--- src/hdl/distance_window_settle_and_jump_detect_assert.svh ---
// assertion macros for the distance window settle and jump detector
// no dependencies; define NO_ASSERTIONS to compile the checks out
`ifndef DISTANCE_WINDOW_SETTLE_AND_JUMP_DETECT_ASSERT_SVH
`define DISTANCE_WINDOW_SETTLE_AND_JUMP_DETECT_ASSERT_SVH

`ifndef NO_ASSERTIONS

// same-cycle implication, checked outside reset
`define DWSJ_ASSERT_NOW(label, clk, rst, ante, cons) \
   label: assert property (@(posedge clk) disable iff (rst) (ante) |-> (cons)) \
      else $error("dwsj assertion failed");

// next-cycle implication, checked outside reset
`define DWSJ_ASSERT_NEXT(label, clk, rst, ante, cons) \
   label: assert property (@(posedge clk) disable iff (rst) (ante) |=> (cons)) \
      else $error("dwsj assertion failed");

`else

`define DWSJ_ASSERT_NOW(label, clk, rst, ante, cons)
`define DWSJ_ASSERT_NEXT(label, clk, rst, ante, cons)

`endif

`endif

--- src/hdl/dwsj_pkg.sv ---
// shared types and constants of the distance window settle and jump detector
// no dependencies; used by dwsj_alu and the top level
package dwsj_pkg;

   // field widths
   localparam int DIST_W     = 10;
   localparam int TOL_W      = 8;
   localparam int AGREE_W    = 5;
   localparam int CSR_DATA_W = 8;
   localparam int CSR_IDX_W  = 1;

   // samples per window, a power of two so the mean is a plain shift of the sum
   localparam int WINDOW = 16;

   // register indexes
   localparam logic [CSR_IDX_W-1:0] REG_TOLERANCE = 1'b0;
   localparam logic [CSR_IDX_W-1:0] REG_MIN_AGREE = 1'b1;

   // register reset values
   localparam logic [TOL_W-1:0]   TOL_RESET   = 8'd5;
   localparam logic [AGREE_W-1:0] AGREE_RESET = 5'd8;

endpackage

--- src/hdl/dwsj_alu.sv ---
// shared compare unit: one open-band check of a stored sample per cycle
// depends on dwsj_pkg
module dwsj_alu (
   input  logic [dwsj_pkg::DIST_W-1:0]    sample,
   input  logic [dwsj_pkg::DIST_W-1:0]    center,
   input  logic [dwsj_pkg::TOL_W-1:0]     tol,
   output logic                           hit
);

   logic [dwsj_pkg::DIST_W:0]     sample_hi;
   logic [dwsj_pkg::DIST_W:0]     center_hi;

   // open band: center - tol < sample < center + tol, kept unsigned
   assign sample_hi = {1'b0, sample} + (dwsj_pkg::DIST_W + 1)'(tol);
   assign center_hi = {1'b0, center} + (dwsj_pkg::DIST_W + 1)'(tol);
   assign hit       = (sample_hi > {1'b0, center}) && ({1'b0, sample} < center_hi);

endmodule

--- src/hdl/distance_window_settle_and_jump_detect.sv ---
// top level of the distance window settle and jump detector
// depends on dwsj_pkg, dwsj_alu and distance_window_settle_and_jump_detect_assert.svh
//
// channel   direction  handshake              payload
// req       in         req_tvalid/req_tready  req_tdata: distance
// rsp       out        rsp_tvalid/rsp_tready  rsp_tdata: settled, reference_out, jump, monitoring
// csr       in         csr_valid/csr_ready    csr_index, csr_wdata (taken only while idle)
//
// a request that does not close a window loads its response at the accepting edge
// a window close takes the mean as a shift of the sum at the accepting edge (the reference
// once monitoring), then, settling or not, primes the sample memory read port, runs WINDOW
// band checks on the shared unit and loads the response once the output register is free
// synchronous active-high reset; no request is taken while a window is judged
// or while an undelivered response blocks the output register
`include "distance_window_settle_and_jump_detect_assert.svh"

module distance_window_settle_and_jump_detect (
   input  logic        clock,
   input  logic        reset,
   // request channel
   input  logic        req_tvalid,
   output logic        req_tready,
   input  logic [15:0] req_tdata,    // [9:0] distance, [15:10] zero
   // response channel
   output logic        rsp_tvalid,
   input  logic        rsp_tready,
   output logic [15:0] rsp_tdata,    // [0] settled, [10:1] reference_out, [11] jump,
                                     // [12] monitoring, [15:13] zero
   // register write channel
   input  logic                              csr_valid,
   output logic                              csr_ready,
   input  logic [dwsj_pkg::CSR_IDX_W-1:0]    csr_index,
   input  logic [dwsj_pkg::CSR_DATA_W-1:0]   csr_wdata
);

   localparam int WINDOW = dwsj_pkg::WINDOW;
   localparam int IDX_W  = $clog2(WINDOW);
   localparam int SUM_W  = dwsj_pkg::DIST_W + IDX_W;
   localparam int CNT_W  = $clog2(WINDOW + 1);
   localparam int CMP_W  = (CNT_W > dwsj_pkg::AGREE_W) ? CNT_W : dwsj_pkg::AGREE_W;

   typedef enum logic [1:0] {
      S_IDLE,
      S_RD,
      S_CMP,
      S_DONE
   } state_type;

   state_type                         state_ff, state_in;
   logic                              phase_ff, phase_in;
   logic [IDX_W-1:0]                  fill_ff, fill_in;
   logic [SUM_W-1:0]                  sum_ff, sum_in;
   logic [dwsj_pkg::DIST_W-1:0]       ref_ff, ref_in;
   logic [dwsj_pkg::TOL_W-1:0]        tol_ff, tol_in;
   logic [dwsj_pkg::AGREE_W-1:0]      agree_ff, agree_in;
   logic [dwsj_pkg::DIST_W-1:0]       center_ff, center_in;
   logic [CNT_W-1:0]                  cnt_ff, cnt_in;
   logic [IDX_W-1:0]                  rd_idx_ff, rd_idx_in;
   logic [IDX_W-1:0]                  cmp_idx_ff, cmp_idx_in;
   logic                              rsp_valid_ff, rsp_valid_in;
   logic                              rsp_settled_ff, rsp_settled_in;
   logic [dwsj_pkg::DIST_W-1:0]       rsp_ref_ff, rsp_ref_in;
   logic                              rsp_jump_ff, rsp_jump_in;
   logic                              rsp_mon_ff, rsp_mon_in;

   logic [dwsj_pkg::DIST_W-1:0]       mem [WINDOW];
   logic [dwsj_pkg::DIST_W-1:0]       rd_data_ff;

   logic [dwsj_pkg::DIST_W-1:0]       distance;
   logic                              req_take;
   logic                              out_free;
   logic                              win_last;
   logic                              settle_ok;
   logic [SUM_W-1:0]                  win_total;
   logic                              alu_hit;

   assign distance   = req_tdata[dwsj_pkg::DIST_W-1:0];
   assign out_free   = !rsp_valid_ff || rsp_tready;
   assign req_tready = (state_ff == S_IDLE) && out_free;
   assign req_take   = req_tvalid && req_tready;
   assign win_last   = (fill_ff == IDX_W'(WINDOW - 1));
   assign csr_ready  = (state_ff == S_IDLE);
   assign win_total  = sum_ff + SUM_W'(distance);

   // response port
   assign rsp_tvalid = rsp_valid_ff;
   assign rsp_tdata  = {3'b000, rsp_mon_ff, rsp_jump_ff, rsp_ref_ff, rsp_settled_ff};

   // sample memory: written on each request, read one entry a cycle when judging
   always_ff @(posedge clock) begin
      if (req_take) begin
         mem[fill_ff] <= distance;
      end
      rd_data_ff <= mem[rd_idx_ff];
   end

   // shared unit: one band check a cycle
   dwsj_alu u_alu (
      .sample (rd_data_ff),
      .center (center_ff),
      .tol    (tol_ff),
      .hit    (alu_hit)
   );

   // settling verdict: non-zero mean and every sample in band
   assign settle_ok = (center_ff != '0) && (cnt_ff == CNT_W'(WINDOW));

   // sequencer next state
   always_comb begin
      state_in       = state_ff;
      phase_in       = phase_ff;
      fill_in        = fill_ff;
      sum_in         = sum_ff;
      ref_in         = ref_ff;
      tol_in         = tol_ff;
      agree_in       = agree_ff;
      center_in      = center_ff;
      cnt_in         = cnt_ff;
      rd_idx_in      = rd_idx_ff;
      cmp_idx_in     = cmp_idx_ff;
      rsp_valid_in   = rsp_valid_ff && !rsp_tready;
      rsp_settled_in = rsp_settled_ff;
      rsp_ref_in     = rsp_ref_ff;
      rsp_jump_in    = rsp_jump_ff;
      rsp_mon_in     = rsp_mon_ff;

      // register writes
      if (csr_valid && csr_ready) begin
         unique case (csr_index)
            dwsj_pkg::REG_TOLERANCE: tol_in   = csr_wdata[dwsj_pkg::TOL_W-1:0];
            dwsj_pkg::REG_MIN_AGREE: agree_in = csr_wdata[dwsj_pkg::AGREE_W-1:0];
            default: ;
         endcase
      end

      unique case (state_ff)
         S_IDLE: begin
            if (req_take) begin
               fill_in = win_last ? '0 : fill_ff + IDX_W'(1);
               if (!phase_ff) begin
                  if (win_last) begin
                     // window full: the mean is the sum shifted down by log2 of the window length
                     sum_in    = '0;
                     center_in = win_total[SUM_W-1:IDX_W];
                     rd_idx_in = '0;
                     state_in  = S_RD;
                  end else begin
                     sum_in         = win_total;
                     rsp_valid_in   = 1'b1;
                     rsp_settled_in = 1'b0;
                     rsp_ref_in     = ref_ff;
                     rsp_jump_in    = 1'b0;
                     rsp_mon_in     = 1'b0;
                  end
               end else begin
                  if (win_last) begin
                     center_in = ref_ff;
                     rd_idx_in = '0;
                     state_in  = S_RD;
                  end else begin
                     rsp_valid_in   = 1'b1;
                     rsp_settled_in = 1'b0;
                     rsp_ref_in     = ref_ff;
                     rsp_jump_in    = 1'b0;
                     rsp_mon_in     = 1'b1;
                  end
               end
            end
         end
         S_RD: begin
            // first entry is on its way out of the memory
            rd_idx_in  = IDX_W'(1);
            cmp_idx_in = '0;
            cnt_in     = '0;
            state_in   = S_CMP;
         end
         S_CMP: begin
            // count in-band samples, one entry a cycle
            cnt_in    = cnt_ff + CNT_W'(alu_hit);
            rd_idx_in = (rd_idx_ff == IDX_W'(WINDOW - 1)) ? '0 : rd_idx_ff + IDX_W'(1);
            if (cmp_idx_ff == IDX_W'(WINDOW - 1)) begin
               state_in = S_DONE;
            end else begin
               cmp_idx_in = cmp_idx_ff + IDX_W'(1);
            end
         end
         S_DONE: begin
            if (out_free) begin
               rsp_valid_in   = 1'b1;
               rsp_settled_in = 1'b0;
               rsp_jump_in    = 1'b0;
               rsp_ref_in     = ref_ff;
               rsp_mon_in     = phase_ff;
               if (!phase_ff) begin
                  if (settle_ok) begin
                     ref_in         = center_ff;
                     phase_in       = 1'b1;
                     rsp_settled_in = 1'b1;
                     rsp_ref_in     = center_ff;
                     rsp_mon_in     = 1'b1;
                  end
               end else begin
                  rsp_jump_in = CMP_W'(cnt_ff) < CMP_W'(agree_ff);
               end
               state_in = S_IDLE;
            end
         end
         default: state_in = S_IDLE;
      endcase
   end

   // state and registered outputs
   always_ff @(posedge clock) begin
      if (reset) begin
         state_ff     <= S_IDLE;
         phase_ff     <= 1'b0;
         fill_ff      <= '0;
         sum_ff       <= '0;
         ref_ff       <= '0;
         tol_ff       <= dwsj_pkg::TOL_RESET;
         agree_ff     <= dwsj_pkg::AGREE_RESET;
         rsp_valid_ff <= 1'b0;
      end else begin
         state_ff     <= state_in;
         phase_ff     <= phase_in;
         fill_ff      <= fill_in;
         sum_ff       <= sum_in;
         ref_ff       <= ref_in;
         tol_ff       <= tol_in;
         agree_ff     <= agree_in;
         rsp_valid_ff <= rsp_valid_in;
      end
      center_ff      <= center_in;
      cnt_ff         <= cnt_in;
      rd_idx_ff      <= rd_idx_in;
      cmp_idx_ff     <= cmp_idx_in;
      rsp_settled_ff <= rsp_settled_in;
      rsp_ref_ff     <= rsp_ref_in;
      rsp_jump_ff    <= rsp_jump_in;
      rsp_mon_ff     <= rsp_mon_in;
   end

   // checks
   `DWSJ_ASSERT_NEXT(a_phase_sticky, clock, reset, phase_ff, phase_ff)
   `DWSJ_ASSERT_NOW(a_sum_idle_in_monitor, clock, reset, phase_ff, sum_ff == '0)
   `DWSJ_ASSERT_NOW(a_settle_has_reference, clock, reset, rsp_valid_ff && rsp_settled_ff,
                    (rsp_ref_ff != '0) && rsp_mon_ff)
   `DWSJ_ASSERT_NOW(a_jump_only_monitoring, clock, reset, rsp_valid_ff && rsp_jump_ff,
                    rsp_mon_ff && !rsp_settled_ff)
   `DWSJ_ASSERT_NOW(a_reference_before_monitor, clock, reset, !phase_ff, ref_ff == '0)

endmodule
--- config.mk ---
export PLATFORM = sky130hd
export DESIGN_NAME = distance_window_settle_and_jump_detect
export DESIGN_NICKNAME = d
export VERILOG_FILES = /design/src/hdl/dwsj_pkg.sv /design/src/hdl/dwsj_alu.sv /design/src/hdl/distance_window_settle_and_jump_detect.sv
export VERILOG_INCLUDE_DIRS = /design/src /design/src/hdl
export SDC_FILE = /design/constraint.sdc
export NUM_CORES = 1
export LEC_CHECK = 0
export BUFFER_PORTS_ARGS = -buffer_cell sky130_fd_sc_hd__buf_2
export CORE_UTILIZATION = 35
export DETAILED_ROUTE_END_ITERATION = 10
export PLACE_DENSITY_LB_ADDON = 0.15
export SLEW_MARGIN = 20
export SYNTH_ARGS = -nofsm -noshare
export SYNTH_HDL_FRONTEND = slang
export SYNTH_HIERARCHICAL = 1
export SYNTH_SLANG_ARGS = --single-unit
--- constraint.sdc ---
create_clock -name clock -period 4.6 [get_ports clock]
set_input_delay 0.92 -clock clock [delete_from_list [all_inputs] [get_ports clock]]
set_output_delay 0.92 -clock clock [all_outputs]
set_load 0.02 [all_outputs]
Word-level counts from Yosys, hierarchy flattened --
Memories as Yosys holds them, arrays and structs flattened. A register that Yosys moved wholly into a read port is not among the register bits. Index checks and enable logic that the tools add are counted.
Storage, ports and cells: register bits 81, bits in writable memories 160, input port bits 30, logic and storage cells 110, memories kept 1
Cells by class: add/sub/neg operators 7, $lt $le $gt $ge 3, equal/unequal tests 13, mux-type cells 44, bitwise gates (word level) 2, reductions and logical operators 24
Memory list:
- mem | words 16, bits a word 10, read ports 1, clocked after memory_dff 1, wr ports 1, RTL line distance_window_settle_and_jump_detect.sv:66 | logic [dwsj_pkg::DIST_W-1:0] mem [WINDOW];
Operator list (count):
- two-way mux 10 bit | 8
- adder 10 x 8 -> 11 bit | 2
- two-way mux 4 bit | 5
- one-hot mux 10 bit (2 select lines) | 1
- two-way mux 1 bit | 17
- adder 14 x 10 -> 14 bit | 1
- two-way mux 14 bit | 1
- adder 4 x 1 -> 4 bit, second input constant | 3
- equality test 4 bit, second input constant | 3
- one-hot mux 4 bit (3 select lines) | 1
- greater-than comparator 11 x 10 -> 1 bit | 1
- < comparator 10 x 11 -> 1 bit | 1
- one-hot mux 5 bit (2 select lines) | 1
- AND reduction 2 bit | 5
- nonzero test 10 bit | 1
- AND reduction 3 bit | 3
- two-way mux 2 bit | 4
- != test 2 bit, second input constant | 4
- one-hot mux 1 bit (2 select lines) | 4
- one-hot mux 2 bit (4 select lines) | 1
- one-hot mux 4 bit (2 select lines) | 1
- AND reduction 4 bit | 2
- logical AND 1 bit | 6
- adder 5 x 1 -> 5 bit | 1
- other kinds (11) | 16

Logic depth before layout (Yosys ltp) --
word-level depth 6, mapped depth 17

Hierarchy --
The synthesis kept the hierarchy.
By module, submodules not included:
- distance_window_settle_and_jump_detect | times used 1, cells an instance 765, area an instance 10682.7 um^2, seq. area each 6986.7 um^2
- dwsj_alu | times used 1, cells an instance 147, area an instance 1148.6 um^2, seq. area each 0.0 um^2

Least setup slack after synthesis --
OpenSTA, ideal clock, no wires.
path type register to register, start point register rd_data_ff[0] (netlist name) (read register of mem), end point register cnt_ff[4], data pin, setup time 258 ps, arrival 3351 ps, required time 4342 ps, slack 991 ps, stages on the path, launching flop included 18, buffers on the path 0, period minus slack after synthesis 3609 ps, cell sequence dfxtp_1 > ha_1 > fa_1 > a21o_1 > a221oi_1 > a21oi_1 > xor2_1 > ha_1 > a21o_1 > a21oi_1 > nand2_1 > o21ai_0 > a22oi_2 > ha_1 > ha_1 > nand3_1 > xor2_1 > nor2_1
On the way: longest elaborated chain between the ends 5, elaborated cells on any way between the ends 6, those cells by class add/sub: 2; order compare: 2; mux: 1; reduce/logical: 1
Ends and longest elaborated chain:
- start, declared | RTL line distance_window_settle_and_jump_detect.sv:67 | logic [dwsj_pkg::DIST_W-1:0] rd_data_ff;
- adder 10 x 8 -> 11 bit | RTL line dwsj_alu.sv:14 | assign sample_hi = {1'b0, sample} + (dwsj_pkg::DIST_W + 1)'(tol);
- greater-than comparator 11 x 10 -> 1 bit | RTL line dwsj_alu.sv:16 | assign hit = (sample_hi > {1'b0, center}) && ({1'b0, sample} < center_hi);
- logical AND 1 bit * | RTL line dwsj_alu.sv:16
- net alu_hit | RTL line distance_window_settle_and_jump_detect.sv:75 | logic alu_hit;
- adder 5 x 1 -> 5 bit * | RTL line distance_window_settle_and_jump_detect.sv:179 | cnt_in = cnt_ff + CNT_W'(alu_hit);
- one-hot mux 5 bit (2 select lines) * | RTL line distance_window_settle_and_jump_detect.sv:136 | unique case (state_ff)
- end signal, assigned | RTL line distance_window_settle_and_jump_detect.sv:234 | cnt_ff <= cnt_in;
- end, declared | RTL line distance_window_settle_and_jump_detect.sv:57 | logic [CNT_W-1:0] cnt_ff, cnt_in;
Mark *: on every way through the listed nets, which the timed path passes. The rest lies on a longest branch. A chain may end at the register's enable or synchronous reset.

Worst setup path in the final report --
start point register tol_ff[0] (netlist name), end point register cnt_ff[4], data pin
On the way: longest elaborated chain between the ends 5, elaborated cells on any way between the ends 7, those cells by class add/sub: 3; order compare: 2; mux: 1; reduce/logical: 1
Ends and longest elaborated chain:
- start, declared | RTL line distance_window_settle_and_jump_detect.sv:54 | logic [dwsj_pkg::TOL_W-1:0] tol_ff, tol_in;
- start signal, assigned | RTL line distance_window_settle_and_jump_detect.sv:220 | tol_ff <= dwsj_pkg::TOL_RESET;
- start signal, assigned | RTL line distance_window_settle_and_jump_detect.sv:229 | tol_ff <= tol_in;
- adder 10 x 8 -> 11 bit (on tied branches) | RTL line dwsj_alu.sv:14, dwsj_alu.sv:15
- greater-than comparator 11 x 10 -> 1 bit / < comparator 10 x 11 -> 1 bit (equally long branches) | RTL line dwsj_alu.sv:16
- logical AND 1 bit * | RTL line dwsj_alu.sv:16
- net alu_hit | RTL line distance_window_settle_and_jump_detect.sv:75
- adder 5 x 1 -> 5 bit * | RTL line distance_window_settle_and_jump_detect.sv:179
- one-hot mux 5 bit (2 select lines) * | RTL line distance_window_settle_and_jump_detect.sv:136
Marked as above.

==> qor.txt <==
================================================================================
Avg Vias per Cell .................................................         5.17
Detail Route Antenna Nets .........................................            0
Slew Viols, Final .................................................            0
Sequential share of the synthesized area ..........................        59.1%
Average detailed-routed wire length per instance ..................      20.0 um
Max-cap violations ................................................            0
Post CTS Setup Buffer Count .......................................            0
H-tree levels .....................................................            1
Synthesis-stage register bit count ................................          251
Clock buffer count from CTS .......................................           28
CTS tree ..........................................................        built
Clock sink count ..................................................          251
Cts repair resizes ................................................            0
Number of primary I/O pins ........................................           49
Initial core utilization ..........................................        36.0%
Post-synthesis cell area ..........................................   11800 um^2
Floorplan core area ...............................................   32900 um^2
Status ............................................................    completed
Share of the synthesized area in the top cell type ................        49.7%
PD cells ..........................................................  448 nW/um^2
Area of the multi-input gates .....................................    4550 um^2
Dominant cell type by area after synthesis ........................     edfxtp_1
Number of nets in the final layout ................................         1058
First-pass iteration count of the detailed router .................            4
Number of warnings issued by yosys ................................            6
Worst slack after detailed placement ..............................     0.642 ns
Buffers from clock root to sink, at most ..........................            3
Worst hold path class .............................................      reg2reg
Shortest clock period the worst path allows after layout ..........      3.99 ns
Worst-path fanout max .............................................            3
Vertical extent of the die ........................................       186 um
Crit path launch type .............................................    flip-flop
DRC errors left ...................................................            0
Arrival time reported for the critical path endpoint ..............      4.29 ns
Insertion delay of the later-clocked pin in the worst-skew pair ...      0.56 ns
Count of mapped cells out of synthesis ............................          912
Wire length reported by the detailed router .......................     28500 um
Endpoint type of the worst setup path .............................    flip-flop
Max-slew headroom at the worst pin ................................        29.7%
Type of the setup path with the least slack .......................      reg2reg
CTS clk-pin slew, worst paths .....................................      0.06 ns
Average size of a mapped cell .....................................    13.0 um^2
Area of placed instances ..........................................   12600 um^2
Share of async-settable or async-resettable flops after synthesis .           0%
Post-route cell area ..............................................   13400 um^2
Peak ir drop on the vdd network ...................................     0.287 mV
Synth-to-layout area growth .......................................        13.4%
Hold Vio Cnt, Final ...............................................            0
Final Skew ........................................................    0.0193 ns
Detail Placement HPWL .............................................     19600 um
Number of rows in the core area ...................................           66
Final worst slack .................................................     0.609 ns
Fill cell count ...................................................         3183
Fraction of final layout cells with drive strength greater than 1 .        15.4%
Number of antenna cells inserted ..................................            0
Crit path required time ...........................................      4.90 ns
Via count of the first global-routing pass ........................         7287
Width of the chip .................................................       186 um
Pin count of the biggest net entering global routing ..............           44
Post-synth cell types .............................................           70
Final Setup Violations ............................................            0
Total via count in the routed design ..............................         7366
Post-synth EDFFs ..................................................          196
Leading cell types in the layout, fill and taps excluded .......... edfxtp_1 (196), nand2_1 (68), nor2_1 (63)
Sequential cell area ..............................................    6990 um^2
Ys flop type ......................................................     edfxtp_1
Overall power .....................................................      6.01 mW
Fraction of the cycle the final worst path needs ..................        86.8%
Final weighted congestion in routability-driven placement .........        0.779
Cts hold-fix bufs .................................................            0
Total die area ....................................................   34500 um^2
Most common cell after layout, fill and taps aside ................     edfxtp_1
Global-route wire length before repair ............................     43600 um
Post-route setup TNS ..............................................         0 ns
Setup repair after global routing missed its margin ...............           no
Worst Tran Pin Value ..............................................      1.05 ns
Highest achievable clock rate .....................................      251 MHz
Reported leakage power ............................................      4.94 nW
First DRT Iteration DRCs ..........................................          533
Total of buffers placed on input and output ports .................           39
Total routing usage reported by global routing ....................        17.0%
Root Buffer .......................................................    clkbuf_16
Antenna violations before repair ..................................            0
Leading post-synthesis cells by cell area ......................... edfxtp_1 (50%), dfxtp_1 (9.3%), ha_1 (6.6%), mux2i_1 (4.1%), mux4_2 (3.8%)
Grt ovf ...........................................................            0
================================================================================
[synth_stat cells, types with 5 or more instances]
master    count
nor3_1       11
nand4_1       7
ha_1         62
mux2_2       21
nand2b_1     10
nand3_1      23
and2_1        6
xor2_1       12
and3_1        7
buf_4         6
a22oi_1      10
or4_1         5
or3_1         5
o211ai_1      6
clkbuf_1     20
o21a_1        6
buf_2        11
nand2_1      68
nor2_1       63
a211oi_1      5
a221oi_1     13
nor2b_1       6
o21ai_0      36
a21o_1       13
xnor2_1      12
inv_1        33
a21oi_1      49
a31oi_1       8
dfxtp_1      55
mux4_2       20
mux2i_1      48
edfxtp_1    196
[per-stage QoR]
step / cells / util (%) / hold WS (ns)
finish: 1425 / 40.8 / 0.461
global route: 1425 / 40.8 / 0.480
CTS: 1425 / 40.8 / 0.465
detailed placement: 1375 / 38.2 / 0.456
global placement: 1375 / 38.2 / 0.443
floorplan: 914 / - / 0.436
[layer usage]
layer | vias to the layer above | track usage, % | part of all wire [%]
li1 | 3561 | - | -
met1 | 3652 | 24.6 | 48
met2 | 119 | 27.0 | 47
met3 | 34 | 2.13 | 3.6
met4 | 0 | 3.77 | 1.5
met5 | - | 0 | 0
[cell type report]
cell class              instances  area share, %
clock inverters                18          0.970
repair buffers                 58           2.61
clock buffers                  32           5.41
well taps                     442           4.12
flip-flops and latches        251           52.1
multi-input cells             591           33.9
inverters                      33          0.923
[worst paths after layout]
path | from | endpoint | slack (ns) | cells after the start
min | sum_ff[0]$_SDFFE_PP0P_ | sum_ff[0]$_SDFFE_PP0P_ | 0.46 | 2
min reg2reg | sum_ff[0]$_SDFFE_PP0P_ | sum_ff[0]$_SDFFE_PP0P_ | 0.46 | 2
max | tol_ff[0]$_SDFFE_PP1P_ | cnt_ff[4]$_SDFFCE_PN0P_ | 0.61 | 17
max reg2reg | tol_ff[0]$_SDFFE_PP1P_ | cnt_ff[4]$_SDFFCE_PN0P_ | 0.61 | 17
[where the power goes]
group	total, mW	internal, mW	leakage, nW	switching [mW]
registers	2.69	2.60	2.24	0.0956
logic	1.25	0.506	2.28	0.742
clock network	2.07	1.18	0.417	0.893
total	6.01	4.28	4.94	1.73
[flip-flops by register name, summed over array words and instances, names as in the netlist]
signal and count:
sum_ff 14, center_ff 10, tol_ff 8, rsp_settled_ff 1, state_ff 2, phase_ff 1, rsp_tvalid 1, rsp_jump_ff 1
fill_ff 4, mem 160, ref_ff 10, cmp_idx_ff 4, rsp_mon_ff 1, rsp_ref_ff 10, rd_data_ff 10, cnt_ff 5
rd_idx_ff 4, agree_ff 5
[worst max-delay path, cell delays in order, from the launching register on]
cell and delay, ns:
dfxtp_1 0.33, ha_1 0.23, fa_1 0.42, a21o_1 0.22
a221oi_1 0.43, a21oi_1 0.17, xor2_1 0.17, ha_1 0.29
a21o_1 0.16, a21oi_1 0.18, nand2_1 0.06, o21ai_0 0.23
a22oi_2 0.12, ha_1 0.21, ha_1 0.22, nand3_1 0.10
xor2_1 0.15, nor2_1 0.05
[cell families (layout without fill, tap and decap cells)]
group	count (synthesis)	count (layout)	share of synthesized area, %
buf+inv	72	141	2.59
xor+xnor	24	24	1.78
fa+ha+maj	65	65	7.06
other cells	1	3	0.0317
compound gates	181	181	10.3
simple gates	229	229	9.27
mux	89	89	9.87
flops	251	251	59.1
(Power assumes the default switching activity.)
